File: config.mk
export PLATFORM = sky130hd
export DESIGN_NAME = dbq_ram
export DESIGN_NICKNAME = d
export VERILOG_FILES = /design/src/dbq_ram.sv
export SDC_FILE = /design/constraint.sdc
export NUM_CORES = 1
export LEC_CHECK = 0
export CAP_MARGIN = 20
export CORE_AREA = 2 2 116 118
export DETAILED_ROUTE_END_ITERATION = 12
export DIE_AREA = 0 0 118 120
export DONT_BUFFER_PORTS = 1
export PLACE_DENSITY_LB_ADDON = 0.15
export SLEW_MARGIN = 0
export SYNTH_ARGS = -nofsm -noshare
export SYNTH_HDL_FRONTEND = slang
export SYNTH_SLANG_ARGS = --single-unit
File: constraint.sdc
create_clock -name clk -period 4.7 [get_ports clk]
set_input_delay 0.94 -clock clk [delete_from_list [all_inputs] [get_ports clk]]
set_output_delay 0.94 -clock clk [all_outputs]
set_load 0.005 [all_outputs]
File: src/dbq_ram.sv
`timescale 1ns / 1ps
// dbq_ram: generic single-clock ram, one write port with bit mask, one read port
// read data is registered, read during write returns old data
// depends on nothing
module dbq_ram #(
	parameter int WIDTH = 8,
	parameter int DEPTH = 16,
	localparam int AW = (DEPTH > 1) ? $clog2(DEPTH) : 1
) (
	input  logic             clk,
	input  logic             we,
	input  logic [AW-1:0]    waddr,
	input  logic [WIDTH-1:0] wmask,
	input  logic [WIDTH-1:0] wdata,
	input  logic [AW-1:0]    raddr,
	output logic [WIDTH-1:0] rdata
);

	logic [WIDTH-1:0] mem [DEPTH];

	always_ff @(posedge clk) begin
		if (we) begin
			mem[waddr] <= (mem[waddr] & ~wmask) | (wdata & wmask);
		end
		rdata <= mem[raddr];
	end

endmodule

==> flow_metrics.py, run 1 <==
metrics = {
    "clocking": {
        "postCtsSetupRepairBufs": 0,
        "hold_buffers": 0,
        "numClockSinks": 136,
        "cts_resized": 0,
        "tritoncts": "yes",
        "ctsHtreeMaxLevel": 4,
        "clockRootBuffer": "clkbuf_16",
        "insertion_delay_ns": 0.41,
        "cts.clk_slew.worst_paths_ns": 0.06,
        "numCtsBuffers": 17,
        "clock_path_buffers": 2,
    },
    "drt": {
        "wirelength_mm": 15.3,
        "antenna_left": 0,
        "firstDrtPassIters": 4,
        "drc": 0,
        "dr.max_layer_used": "met4",
        "met3_length_um": 997,
        "dr_wl_met2_mm": 7.96,
        "wl_per_cell_um": 29.6,
        "vias_per_cell": 6.57,
        "met1_length_mm": 5.93,
        "vias": 3398,
        "drt_iter0_drc": 434,
    },
    "worst_setup_path": {
        "critPathMaxStageDelay_ns": 0.97,
        "critPathBufInv": 0,
        "crit_family": "compound AO/OA/AOI/OAI gates",
        "critPathCaptureType": "flip-flop",
        "rrSetupSlack_ns": 2.71,
        "regToRegStartpoint": "mem[3][5]",
        "cp_data_arrival_time_ns": 2.92,
        "cp-startpoint": "waddr[0]",
        "crit_chain": "nor3b_2 > a222oi_1 > a32oi_1",
        "worst_setup_path_start_kind": "primary input",
        "crit_type": "in -> reg",
        "cp_slowest_cell": "a32oi_1",
        "crit_required_ns": 4.75,
        "cp_max_fo": 16,
    },
    "timing": {
        "finalHoldViolCount": 0,
        "tightest_slew_ns": 1.14,
        "rsz0062_at_grt": "false",
        "slew_violations": 0,
        "finalCritPeriodShare": 0.610,
        "setup_violations": 0,
        "setup_ws_ns": 1.83,
        "clock.fmax_mhz": 349,
        "relSlewSlack": 0.237,
        "fin_crit_ns": 2.87,
        "tns_ns": 0,
        "fin_worst_skew_ns": 0.00750,
    },
    "job": {
        "drv_cap": 0,
    },
    "die": {
        "dieArea_sq_um": 14200,
        "io_pins": 34,
        "dieWidth_um": 118,
        "core.rowCount": 42,
        "start_util": 0.485,
        "fp.coreArea_sq_um": 13000,
        "chipHeight_um": 120,
    },
    "power_and_ir_drop": {
        "irDropWorstVdd_mv": 0.244,
        "power.density_nw_per_um2": 415,
        "leakagePower_nw": 2.34,
        "power_mw": 2.96,
    },
    "global_route": {
        "antenna_found_initial": 0,
        "grt_pass1_wl_mm": 22.5,
        "grt_pass1_vias": 3461,
        "track_usage": 0.229,
        "grt_max_degree": 56,
        "gr-total-overflow": 0,
    },
    "yosys": {
        "async_flop_share": 0,
        "yosys_warnings": 0,
        "yosys.area.top_type": "edfxtp_1",
        "avgSynthCellArea_sq_um": 19.9,
        "synth_edf_count": 128,
        "netlist_top_cells_area": "edfxtp_1 (61%), mux4_2 (11%), mux4_1 (10%)",
        "synth_ff_type": "edfxtp_1",
        "synth_area_sq_um": 6300,
        "synth_nets": 342,
        "synth_top_cell_area_share": 0.610,
        "netlist_top_cells_count": "edfxtp_1 (128), mux4_2 (32), mux4_1 (24)",
        "yosysMostFrequentCell": "edfxtp_1",
        "synth-seq-cells": 136,
        "synthCells": 316,
        "seq_area_frac_synth": 0.636,
        "synth.distinct_cells": 30,
    },
    "outcome": {
        "status": "finished clean",
    },
    "layout": {
        "area_growth_pct": 13.3,
        "drive_gt1_frac": 0.290,
        "fill_cells": 995,
        "num_antenna_cells": 0,
        "design_area_sq_um": 7130,
        "final_core_util": 0.550,
        "nets": 354,
    },
    "place": {
        "place_area_sq_um": 6500,
        "place_ws_ns": 1.50,
        "io_buffer_count": 0,
        "dp_hpwl_mm": 9.50,
        "gp_congestion": 0.798,
    },
    "min_path": {
        "hp-start": "raddr[3]",
        "hp-class": "in -> reg",
    },
}
==> final cells by class <==
cell class,instances,area [sq um],area share
Inverter,8,30.0,0.00421
Clock buffer,19,433,0.0607
Timing Repair Buffer,15,120,0.0168
Clock inverter,13,204,0.0286
Sequential cell,136,4000,0.561
Tap cell,176,220,0.0309
Multi-Input combinational cell,150,2120,0.297
==> logic make-up after synthesis <==
kind of cell | count (synthesis) | synth area share
buf+inv | 30 | 0.0272
compound gates | 32 | 0.0397
simple gates | 30 | 0.0254
mux | 88 | 0.272
flops | 136 | 0.636
==> flip-flops by register name, summed over array words and instances (netlist names) <==
register / cells
mem: 128
rdata: 8
==> worst reg2reg max path: cells and delay by family, from the launching register on <==
family	cells	cell delay (ns)
muxes	1	0.47
AOI/OAI and AO/OA	2	0.67
DFF	1	0.41
==> per-layer routing <==
| layer | track usage | vias up |
|---|---|---|
| li1 | - | 1407 |
| met5 | 0 | - |
| met1 | 0.280 | 1795 |
| met3 | 0.0551 | 33 |
| met2 | 0.394 | 163 |
| met4 | 0.0949 | 0 |
==> placed cells by master (no fill, tap or decap), drive strengths merged, types with 2 or more instances in the layout <==
| master | instances |
|---|---|
| a22oi | 10 |
| inv | 8 |
| clkbuf | 19 |
| nand3b | 2 |
| nor2 | 14 |
| bufinv | 5 |
| mux4 | 56 |
| and3b | 2 |
| a222oi | 7 |
| buf | 15 |
| clkinvlp | 4 |
| nor3 | 4 |
| dfxtp | 8 |
| nand2b | 2 |
| a32oi | 7 |
| a21oi | 7 |
| mux2 | 32 |
| clkinv | 4 |
| edfxtp | 128 |
==> where the power goes <==
| part | internal, mW | total, mW | leakage [nW] | switching [mW] |
|---|---|---|---|---|
| sequential | 1.37 | 1.38 | 1.22 | 0.0100 |
| combinational | 0.0776 | 0.150 | 0.820 | 0.0729 |
| clock | 0.938 | 1.43 | 0.299 | 0.493 |
| total | 2.39 | 2.96 | 2.34 | 0.576 |
==> final timing paths <==
check,cells after the start,endpoint
min reg2reg,2,rdata[0]
max reg2reg,3,mem[8][5]
min,1,rdata[0]
max,3,mem[2][1]
==> metrics by stage <==
stage / hold slack, ns / std cells
after global routing: 0.701 / 517
after global placement: 0.779 / 482
final: 0.709 / 517
after floorplan: 0.746 / 316
after CTS: 0.702 / 517
after detailed placement: 0.784 / 485
No activity file was read; power rests on OpenSTA's default activity.
==> run 2: changes to the inputs <==
--- a/config.mk
+++ b/config.mk
@@ -5,10 +5,11 @@
 export SDC_FILE = /design/constraint.sdc
 export NUM_CORES = 1
 export LEC_CHECK = 0
+export ABC_AREA = 1
 export CAP_MARGIN = 20
-export CORE_AREA = 2 2 116 118
+export CORE_AREA = 2 2 120 122
 export DETAILED_ROUTE_END_ITERATION = 12
-export DIE_AREA = 0 0 118 120
+export DIE_AREA = 0 0 122 124
 export DONT_BUFFER_PORTS = 1
 export PLACE_DENSITY_LB_ADDON = 0.15
 export SLEW_MARGIN = 0
==> constraint.sdc (replaced) <==
create_clock -name clk -period 2.62 [get_ports clk]
set_input_delay 0.524 -clock clk [delete_from_list [all_inputs] [get_ports clk]]
set_output_delay 0.524 -clock clk [all_outputs]
set_load 0.005 [all_outputs]
==> run 2 against run 1 <==
Against the previous run:
- worst hold slack worse by 0.46 ns
- flip-flop and latch count unchanged
- critical path type unchanged
- largest power group is now registers
- largest cell class unchanged
- sequential power up 79%
==> flow_metrics.py, run 2 <==
metrics = {
    "outcome": {
        "status": "finished clean",
    },
    "place": {
        "dp_cells": 954,
        "gp_congestion": 0.921,
        "io_buffer_count": 0,
        "dp_hpwl_mm": 12.5,
        "place_ws_ns": 0.562,
    },
    "die": {
        "dieArea_sq_um": 15100,
        "core.rowCount": 43,
        "dieWidth_um": 122,
        "fp.coreArea_sq_um": 13700,
        "chipHeight_um": 124,
        "io_pins": 34,
        "start_util": 0.498,
    },
    "clocking": {
        "ctsHtreeMaxLevel": 4,
        "hold_buffers": 0,
        "cts_resized": 0,
        "cts.clk_slew.worst_paths_ns": 0.06,
        "tritoncts": "yes",
        "insertion_delay_ns": 0.42,
        "postCtsSetupRepairBufs": 0,
        "numClockSinks": 136,
        "numCtsBuffers": 17,
        "clockRootBuffer": "clkbuf_16",
        "clock_path_buffers": 2,
    },
    "layout": {
        "top_register": "mem",
        "final_cell_mix": "nand2_1 (258), edfxtp_1 (128), nor2_1 (96)",
        "multi_input_area_sq_um": 2360,
        "nets": 819,
        "area_growth_pct": 12.1,
        "top_regs": "mem (128), rdata (8)",
        "num_antenna_cells": 0,
        "seq_area_sq_um": 4000,
        "layout_commonest_cell": "nand2_1",
        "largest_register_ff_count": 128,
        "drive_gt1_frac": 0.0919,
        "fill_cells": 1224,
        "final_cells": 985,
    },
    "drt": {
        "vias_per_cell": 5.81,
        "antenna_left": 0,
        "drt_iter0_drc": 750,
        "wl_per_cell_um": 20.3,
        "drc": 0,
        "wirelength_mm": 20.0,
        "firstDrtPassIters": 5,
        "vias": 5722,
    },
    "yosys": {
        "synth_edf_count": 128,
        "synth_area_sq_um": 6830,
        "yosysMostFrequentCell": "nand2_1",
        "netlist_top_cells_count": "nand2_1 (258), edfxtp_1 (128), nor2_1 (96)",
        "yosys_warnings": 0,
        "avgSynthCellArea_sq_um": 8.79,
        "synth_simple_gate_area_frac": 0.253,
        "synth_compound_area_frac": 0.0930,
        "synth_xor_xnor_area_share": 0,
        "seq_area_frac_synth": 0.586,
        "synth_top_cell_area_share": 0.563,
        "synth_top_family_by_area": "simple AND/OR/NAND/NOR gates",
        "yosys.area.top_type": "edfxtp_1",
        "synth_adder_area_share": 0,
        "synth.distinct_cells": 17,
        "netlist_top_cells_area": "edfxtp_1 (56%), nand2_1 (14%), nor2_1 (5.3%)",
        "synth_ff_type": "edfxtp_1",
        "synthMuxAreaShare": 0,
        "synthCells": 777,
        "synth_nets": 803,
        "async_flop_share": 0,
        "synth-seq-cells": 136,
    },
    "power_and_ir_drop": {
        "leakagePower_nw": 3.13,
        "power_mw": 5.11,
        "power.density_nw_per_um2": 667,
        "irDropWorstVdd_mv": 0.527,
    },
    "timing": {
        "hold_ws_ns": 0.250,
        "setup_violations": 0,
        "fin_worst_skew_ns": 0.00412,
        "finalHoldViolCount": 0,
        "setup_ws_ns": 0.954,
        "tns_ns": 0,
        "relSlewSlack": 0.578,
        "tightest_slew_ns": 0.633,
        "fin_crit_ns": 1.67,
        "slew_violations": 0,
        "rsz0062_at_grt": "false",
        "finalCritPeriodShare": 0.636,
        "clock.fmax_mhz": 600,
    },
    "worst_setup_path": {
        "cp_max_fo": 75,
        "crit_type": "in -> reg",
        "rr_endpoint": "mem[8][4]",
        "worst_setup_path_start_kind": "primary input",
        "critPathCaptureType": "flip-flop",
        "cp_data_arrival_time_ns": 1.92,
        "ff2ff_path_depth": 7,
        "crit_required_ns": 2.88,
        "critPathMaxStageDelay_ns": 0.32,
        "rrSetupSlack_ns": 1.13,
        "cp-startpoint": "waddr[0]",
        "crit_chain": "inv_2 > buf_4 > nand3_1 > nand4_1 > nand2_1 > nand2_1 > nor2_1 > nor2_1 > buf_4",
        "cp_slowest_cell": "inv_2",
        "regToRegStartpoint": "mem[9][4]",
    },
    "global_route": {
        "track_usage": 0.282,
        "gr-total-overflow": 0,
        "grt_max_degree": 76,
        "grt_pass1_wl_mm": 30.7,
        "grt_pass1_vias": 5415,
        "antenna_found_initial": 0,
    },
    "job": {
        "drv_cap": 0,
    },
    "min_path": {
        "hp-start": "raddr[3]",
        "hold-path-cell-count": 2,
        "hp-class": "in -> reg",
        "worstHoldEndpoint": "rdata[2]",
    },
}
## run 2: worst max path at each step
| stage | to |
|---|---|
| after floorplan | mem[0][1] |
| after global placement | mem[11][4] |
| after detailed placement | mem[10][4] |
| after CTS | mem[12][4] |
| after global routing | mem[8][4] |
| final | mem[8][4] |
## run 2: critical path: cells and delay by family
kind,cells,cell delay (ns)
AND/OR/NAND/NOR,6,0.55
buffers and inverters,3,0.82
## run 2: through the flow
step / area (sq um) / utilization
after floorplan: 6830 / -
after global placement: 7120 / 0.519
after detailed placement: 7120 / 0.519
after CTS: 7660 / 0.558
after global routing: 7660 / 0.558
final: 7660 / 0.558
## run 2: layout make-up
class / count / area share
clock buffer: 19 / 0.0565
clock inverter: 12 / 0.0144
inverter: 45 / 0.0220
multi-input combinational: 549 / 0.309
sequential: 136 / 0.523
tap: 180 / 0.0294
timing repair buffer: 44 / 0.0464
## run 2: cell families (layout without fill, tap and decap cells)
group | Yosys count | after routing
AO/OA/AOI/OAI | 117 | 117
buffers and inverters | 92 | 120
flip-flops | 136 | 136
AND/OR/NAND/NOR | 432 | 432
## run 2: report_power, final
group | total, mW | switching [mW] | internal (mW)
Sequential | 2.47 | 0.0193 | 2.45
Combinational | 0.419 | 0.280 | 0.139
Clock | 2.22 | 0.846 | 1.37
## run 2: layer usage
| metal | wire length [um] | track usage |
|---|---|---|
| met5 | 0 | 0 |
| met4 | 958 | 0.162 |
| met3 | 1740 | 0.0742 |
| met2 | 9400 | 0.434 |
| met1 | 7870 | 0.361 |
